$ cat src/hdl/nlsc_pkg.sv
// ----------------------------------------------------------------------------
// nlsc_pkg
// Types and constants shared by the nested literal syntax checker and its
// stack cells.
// ----------------------------------------------------------------------------
package nlsc_pkg;

    localparam int LEVEL_W = 7;

    typedef logic [1:0] t_br;
    localparam t_br BR_LIST  = 2'd0;
    localparam t_br BR_TUPLE = 2'd1;
    localparam t_br BR_ANGLE = 2'd2;
    localparam t_br BR_DICT  = 2'd3;

    typedef logic [1:0] t_status;
    localparam t_status ST_VALID  = 2'd0;
    localparam t_status ST_ACCEPT = 2'd1;
    localparam t_status ST_REJECT = 2'd2;

    typedef enum logic [4:0] {
        POS_B = 5'b00001,
        POS_E = 5'b00010,
        POS_K = 5'b00100,
        POS_M = 5'b01000,
        POS_V = 5'b10000
    } t_pos;

    typedef enum logic [2:0] {
        TOK_NONE = 3'b001,
        TOK_NUM  = 3'b010,
        TOK_STR  = 3'b100
    } t_tok;

    typedef struct packed {
        t_br  br;
        logic side;
    } t_entry;

    typedef struct packed {
        logic push;
        logic pop;
        logic flag_we;
        logic flag_val;
    } t_stk_ctl;

endpackage

$ cat src/hdl/nlsc_cell.sv
// ----------------------------------------------------------------------------
// nlsc_cell
// One level of the shifting bracket stack: takes its upper neighbor on a
// push, its lower neighbor on a pop, and updates its side flag on request.
// ----------------------------------------------------------------------------
module nlsc_cell import nlsc_pkg::*; (
    input  logic     i_clk,
    input  t_stk_ctl i_ctl,
    input  t_entry   i_prev,
    input  t_entry   i_next,
    output t_entry   o_entry
);

    t_entry r_entry;
    t_entry n_entry;

    always_comb begin
        n_entry = r_entry;
        if (i_ctl.push) begin
            n_entry = i_prev;
        end else if (i_ctl.pop) begin
            n_entry = i_next;
        end else if (i_ctl.flag_we) begin
            n_entry.side = i_ctl.flag_val;
        end
    end

    always_ff @(posedge i_clk) begin
        r_entry <= n_entry;
    end

    assign o_entry = r_entry;

endmodule

$ cat config.mk
export PLATFORM = sky130hd
export DESIGN_NAME = nlsc_cell
export DESIGN_NICKNAME = d
export VERILOG_FILES = /design/src/hdl/nlsc_pkg.sv /design/src/hdl/nlsc_cell.sv
export SDC_FILE = /design/constraint.sdc
export NUM_CORES = 1
export LEC_CHECK = 0
export BUFFER_PORTS_ARGS = -buffer_cell sky130_fd_sc_hd__buf_2
export CORE_AREA = 2 2 39 41
export DETAILED_ROUTE_END_ITERATION = 10
export DIE_AREA = 0 0 41 43
export PLACE_DENSITY = 0.44
export SYNTH_ARGS = -nofsm -noshare
export SYNTH_HDL_FRONTEND = slang
export SYNTH_SLANG_ARGS = --single-unit
$ cat constraint.sdc
create_clock -name i_clk -period 1.4 [get_ports i_clk]
set_input_delay 0.07 -clock i_clk [delete_from_list [all_inputs] [get_ports i_clk]]
set_output_delay 0.07 -clock i_clk [all_outputs]
set_load 0.02 [all_outputs]
==> results of run 1 <==
## routing by layer
layer  global-route usage, %  routed length [um]
met3                    3.14                  74
met5                       0                   0
met1                    7.17                 197
met4                    10.0                  14
met2                    3.44                 101
## final cells by class
cell class                      instances  area [um^2]  area share, %
Clock buffer                            4         26.3           10.3
Sequential cell                         3         90.1           35.3
Timing Repair Buffer                   13         65.1           25.5
Multi-Input combinational cell          7         53.8           21.1
Tap cell                               16         20.0           7.84
## power breakdown
part,internal [W],leakage (nW),switching [W]
Combinational,0.0000239,0.0723,0.0000265
Clock,0.000107,0.0150,0.0000452
Sequential,0.000111,0.0310,0.00000198
Total,0.000242,0.118,0.0000737
## cells by family after synthesis
kind of cell	count (synthesis)
compound gates	1
simple gates	3
flops	3
mux	3
## per-stage QoR
stage	hold WS [ps]	cell area (um^2)	cells
2_1_floorplan	257	144	10
3_3_place_gp	357	229	39
3_5_place_dp	370	229	39
4_1_cts	123	255	43
5_1_grt	130	255	43
6_report	135	255	43
## cell usage after synthesis (all sizes together)
master / number
edfxtp: 3
mux2: 2
mux2i: 1
nand2: 1
o21ai: 1
or2: 1
or3: 1
## how the worst min path moves through the flow
stage / cells past startpoint / slack (ps) / end / start
6_report: 2 / 130 / o_entry[0] / i_ctl[1]
5_1_grt: 2 / 130 / o_entry[0] / i_ctl[1]
4_1_cts: 2 / 120 / o_entry[0] / i_ctl[1]
3_5_place_dp: 2 / 370 / o_entry[0] / i_ctl[1]
3_3_place_gp: 2 / 360 / o_entry[0] / i_ctl[1]
2_1_floorplan: 2 / 260 / o_entry[0] / i_prev[0]
==> PnR_summary.wiki, run 1 <==
{| class="wikitable"
! Metric !! Value
|-
| Status || finished clean
|-
| Count of distinct cell types in the synthesized netlist || 7
|-
| Synth Area per Inst || 14.4 um^2
|-
| First-pass GRT wire length || around 480 um
|-
| Count of port buffers added during placement || 13
|-
| Synth Area in Compound Gates || 3.48%
|-
| Sum Neg Setup Slack || 0 ps
|-
| TritonRoute pass-1 iters || 2
|-
| Cell chain of the critical path || buf_2
|-
| Count of endpoints failing setup in the final report || 0
|-
| Top cells by area, synth || sky130_fd_sc_hd__edfxtp_1 63%, sky130_fd_sc_hd__mux2_2 16%, sky130_fd_sc_hd__mux2i_1 7.0%, sky130_fd_sc_hd__or2_2 4.3%, sky130_fd_sc_hd__or3_1 4.3%
|-
| Overall die width || 41 um
|-
| Kind of start point of the critical path || flip-flop
|-
| Adder-cell share of the synthesized area || 0%
|-
| Share of final-layout standard cells stronger than drive strength 1 || between 70% and 80%
|-
| Data arrival, critical path || 740 ps
|-
| Post-synthesis mux area share || 22.6%
|-
| Core ar. || 1380 um^2
|-
| Count of final hold-check violations || 0
|-
| Unrepaired setup endpoints after global routing || false
|-
| Yosys top cell area share || between 60% and 70%
|-
| Number of max-capacitance violations reported || 0
|-
| Worst path required time || 1330 ps
|-
| # rows || 14
|-
| Clock transition at the register clock pins on the worst setup and hold paths after CTS || 40 ps
|-
| Largest stage delay on the critical path || 350 ps
|-
| Worst Path Buf+Inv || 1
|-
| Detailed-route wire length || ~390 um
|-
| Number of global-route vias before repair || 116
|-
| Die Area || 1760 um^2
|-
| Number of register bits inferred by synthesis || 3
|-
| Kind of cell adding the most delay to the critical path || flip-flops
|-
| Post-Synth XOR/XNOR Area || 0%
|-
| Average via count per standard cell || 3.26
|-
| CTS tree || done
|-
| Max_slew headroom || between 90 and 100%
|-
| Final Max Tran Viols || 0
|-
| Total power || 0.000315 W
|-
| Maximum vdd ir drop || roughly 0.23 mV
|-
| Worst Setup Path Type || reg2out
|-
| Pin count of the biggest net entering global routing || 7
|-
| Number of antenna-violating nets in the routed design || 0
|-
| Proportion of synthesized chip area in sequential cells || 62.6%
|-
| DP Worst Slack || 561 ps
|-
| Total power density per cell area || 1240 nW/um^2
|-
| Maximum clock rate || 1.23 GHz
|-
| Number of hold-repair buffers added at the cts stage || 0
|-
| Total congestion overflow || 0
|-
| Slowest library cell on the worst path || sky130_fd_sc_hd__edfxtp_1
|-
| Worst Setup SP || o_entry[0]
|-
| Flip-flop count of the largest register after layout || 3
|-
| Minimum clock period after layout || just over 800 ps
|-
| Commonest cells after routing, fill and taps aside || 13 x sky130_fd_sc_hd__buf_2, 3 x sky130_fd_sc_hd__clkbuf_4, 3 x sky130_fd_sc_hd__edfxtp_1
|-
| Cell depth of the worst setup path || 1
|-
| Io pins || 14
|-
| Diodes inserted || 0
|-
| Most common cell after layout, fill and taps aside || sky130_fd_sc_hd__buf_2
|-
| Count of filler cells inserted in the layout || 155
|-
| Number of buffers inserted during clock tree synthesis || 3
|-
| Number of nets produced by synthesis || 21
|-
| Cell at the root of the clock tree || sky130_fd_sc_hd__clkbuf_4
|-
| Timing endpoint of the critical path || o_entry[0]
|-
| CP endpoint kind || output pin
|-
| Per-cell routed wire length || 9.00 um
|-
| Largest area contributor in the synthesized netlist || sky130_fd_sc_hd__edfxtp_1
|-
| Static leakage || 0.118 nW
|-
| Final period util || roughly 58%
|-
| Via total after detailed routing || 140
|-
| Post-CTS Resized || 0
|-
| Synthesized-area fraction occupied by and/or/nand/nor cells || a little under an eighth
|-
| Nets || 39
|-
| Detailed Route Iter0 Violations || 4
|-
| Sink count of the clock tree || 3
|-
| Setup WS post-layout || between 500 and 600 ps
|-
| Gpl congestion || 0.644
|-
| # DRC || 0
|-
| Main combinational cell family by area after synthesis || multiplexers
|-
| Effective utilization at floorplan || approximately 10%
|-
| H-tree levels || 1
|-
| Antenna violations before repair || 0
|-
| Buffers inserted by post-CTS timing repair || 0
|-
| Mapped cell area || between 100 and 150 um^2
|-
| Slew at the pin with the worst max-slew slack || 134 ps
|-
| Number of buffers between clock root and the deepest sink || 2
|-
| Syn Inst Count || 10
|-
| Synth-to-layout area growth || 77.4%
|-
| Die Span Y || 43 um
|-
| Largest fanout of any net on the critical path || 1
|-
| Yosys warning total || 0
|-
| Global Route Usage Sum || 5.44%
|-
| Path category of the worst min-delay check || in2reg
|-
| Final standard cell utilization of the core || 18.4%
|}
Power figures use the tool's default switching activity.
==> inputs of run 2 (changes only) <==
==> constraint.sdc (replaced) <==
create_clock -name i_clk -period 0.8 [get_ports i_clk]
set_input_delay 0.04 -clock i_clk [delete_from_list [all_inputs] [get_ports i_clk]]
set_output_delay 0.04 -clock i_clk [all_outputs]
set_load 0.02 [all_outputs]
==> run 2 against run 1 <==
  * Sequential power rose by 78%
  * Global-route usage did not move
  * Final cell count did not move
  * Final area rose by 4.9%
  * Via count rose by 1.4%
  * Critical path type unchanged
  * Largest power group unchanged
==> PnR_summary.wiki, run 2 (synthesis gave the netlist of run 1 again) <==
{| class="wikitable"
! Metric !! Value
|-
| Status || finished clean (unchanged)
|-
| # rows || 14 (unchanged)
|-
| Max_slew headroom || 90.8% (unchanged)
|-
| Count of endpoints failing setup in the final report || 0 (unchanged)
|-
| Final Max Tran Viols || 0 (unchanged)
|-
| Count of final hold-check violations || 0 (unchanged)
|-
| Clock transition at the register clock pins on the worst setup and hold paths after CTS || 40 ps (about the same)
|-
| Met3 usage in global routing || 3.14% (unchanged)
|-
| Count of filler cells inserted in the layout || 154 (was 155)
|-
| Slew at the pin with the worst max-slew slack || 134 ps (unchanged)
|-
| Most used routing layer || met4 (unchanged)
|-
| Number of max-capacitance violations reported || 0 (unchanged)
|-
| Sum Neg Setup Slack || 0 ps (unchanged)
|-
| H-tree levels || 1 (unchanged)
|-
| CTS tree || done (unchanged)
|-
| Number of buffers inserted during clock tree synthesis || 3 (unchanged)
|-
| Die Span Y || 43 um (unchanged)
|-
| Number of hold-repair buffers added at the cts stage || 0 (unchanged)
|-
| Overall die width || 41 um (unchanged)
|-
| Largest stage delay on the critical path || 370 ps (was 350 ps)
|-
| Number of buffers between clock root and the deepest sink || 2 (unchanged)
|-
| Global Route Usage Sum || 5.44% (unchanged)
|-
| Worst Setup Path Type || reg2out (unchanged)
|-
| CP endpoint kind || output pin (unchanged)
|-
| Data arrival, critical path || 740 ps (about the same)
|-
| Detailed Route Iter0 Violations || 4 (unchanged)
|-
| Total congestion overflow || 0 (unchanged)
|-
| First-pass GRT wire length || 476 um (unchanged)
|-
| Detailed-route wire length || 391 um (was 387 um)
|-
| Number of antenna-violating nets in the routed design || 0 (unchanged)
|-
| Flip-flop count of the largest register after layout || 3 (unchanged)
|-
| TritonRoute pass-1 iters || 2 (unchanged)
|-
| Io pins || 14 (unchanged)
|-
| Largest fanout of any net on the critical path || 1 (unchanged)
|-
| Synth-to-layout area growth || 86.1% (was 77.4%)
|-
| Die Area || 1760 um^2 (unchanged)
|-
| Met2 layer usage reported by global route || 3.44% (unchanged)
|-
| Share of final-layout standard cells stronger than drive strength 1 || 70.4% (unchanged)
|-
| Maximum clock rate || 1.27 GHz
|-
| Minimum clock period after layout || 785 ps
|-
| Instance area at placement || 229 um^2 (unchanged)
|-
| Number of global-route vias before repair || 116 (unchanged)
|-
| Total power || 0.000568 W (was 0.000315 W)
|-
| Maximum vdd ir drop || 0.411 mV (was 0.232 mV)
|-
| Static leakage || 0.122 nW (was 0.118 nW)
|-
| Kind of start point of the critical path || flip-flop (unchanged)
|-
| Most common cell after layout, fill and taps aside || sky130_fd_sc_hd__buf_2 (unchanged)
|-
| Unrepaired setup endpoints after global routing || true (was false)
|-
| # DRC || 0 (unchanged)
|-
| Commonest cells after routing, fill and taps aside || 11 x sky130_fd_sc_hd__buf_2, 3 x sky130_fd_sc_hd__clkbuf_4, 3 x sky130_fd_sc_hd__edfxtp_1 (was 13 x sky130_fd_sc_hd__buf_2, 3 x sky130_fd_sc_hd__clkbuf_4, 3 x sky130_fd_sc_hd__edfxtp_1)
|-
| Via total after detailed routing || 142 (was 140)
|-
| Average via count per standard cell || 3.30 (was 3.26)
|-
| Final period util || 98.1%
|-
| Cell at the root of the clock tree || sky130_fd_sc_hd__clkbuf_4 (unchanged)
|-
| Diodes inserted || 0 (unchanged)
|-
| Antenna violations before repair || 0 (unchanged)
|-
| Worst path required time || 760 ps (was 1330 ps)
|-
| Final Cell Area || 268 um^2 (was 255 um^2)
|-
| Effective utilization at floorplan || 10.4% (unchanged)
|-
| Nets || 39 (unchanged)
|-
| Kind of cell adding the most delay to the critical path || flip-flops (unchanged)
|-
| Cell chain of the critical path || buf_6 (was buf_2)
|-
| Path category of the worst min-delay check || in2reg (unchanged)
|-
| Count of port buffers added during placement || 13 (unchanged)
|-
| M1 GR Usage || 7.17% (unchanged)
|-
| Gpl congestion || 0.644 (unchanged)
|-
| Slowest library cell on the worst path || sky130_fd_sc_hd__edfxtp_1 (unchanged)
|-
| Core ar. || 1380 um^2 (unchanged)
|-
| Worst Path Buf+Inv || 1 (unchanged)
|-
| Total power density per cell area || 2120 nW/um^2 (was 1240 nW/um^2)
|-
| Pin count of the biggest net entering global routing || 7 (unchanged)
|-
| Final standard cell utilization of the core || 19.3% (was 18.4%)
|-
| Sink count of the clock tree || 3 (unchanged)
|-
| Per-cell routed wire length || 9.09 um (was 9.00 um)
|}
## run 2: cell counts in the layout (fill, tap and decap cells not counted)
No cell type changed its count.
## run 2: repair_timing
action / in CTS / in global routing
setup buffers: 0 / 0
gates cloned: 0 / 0
setup endpoints to repair: 1 / 3
resized for setup: 0 / 4
## run 2: per-layer routing
metal	wire [um]	vias to the layer above
met4	14	0
met5	0	-
met1	193	53
met3	74	2
li1	-	71
met2	108	16
## run 2: layout make-up
type                            count  area (um^2)  share of cell area (%)
Multi-Input combinational cell      7         53.8                    20.1
Clock buffer                        4         26.3                    9.81
Timing Repair Buffer               13         77.6                    29.0
Tap cell                           16         20.0                    7.48
Sequential cell                     3         90.1                    33.6
## run 2: final timing paths
kind	end	cells after the start	start	slack [ps]
worst max-delay path	o_entry[0]	1	o_entry[0]	20
worst min-delay path	o_entry[0]	2	i_ctl[1]	110
## run 2: power breakdown
group	total (W)	switching, W	internal, W
registers	0.000201	0.00000615	0.000195
logic	0.000101	0.0000464	0.0000549
clock network	0.000266	0.0000789	0.000187
## run 2: through the flow
stage / cells / worst slack (ps) / hold slack (ps)
global route: 43 / -15.0 / 100
finish: 43 / 15.0 / 105
global placement: 39 / 9.54 / 327
CTS: 43 / -2.79 / 92.8
floorplan: 10 / 149 / 227
detailed placement: 39 / -8.78 / 340
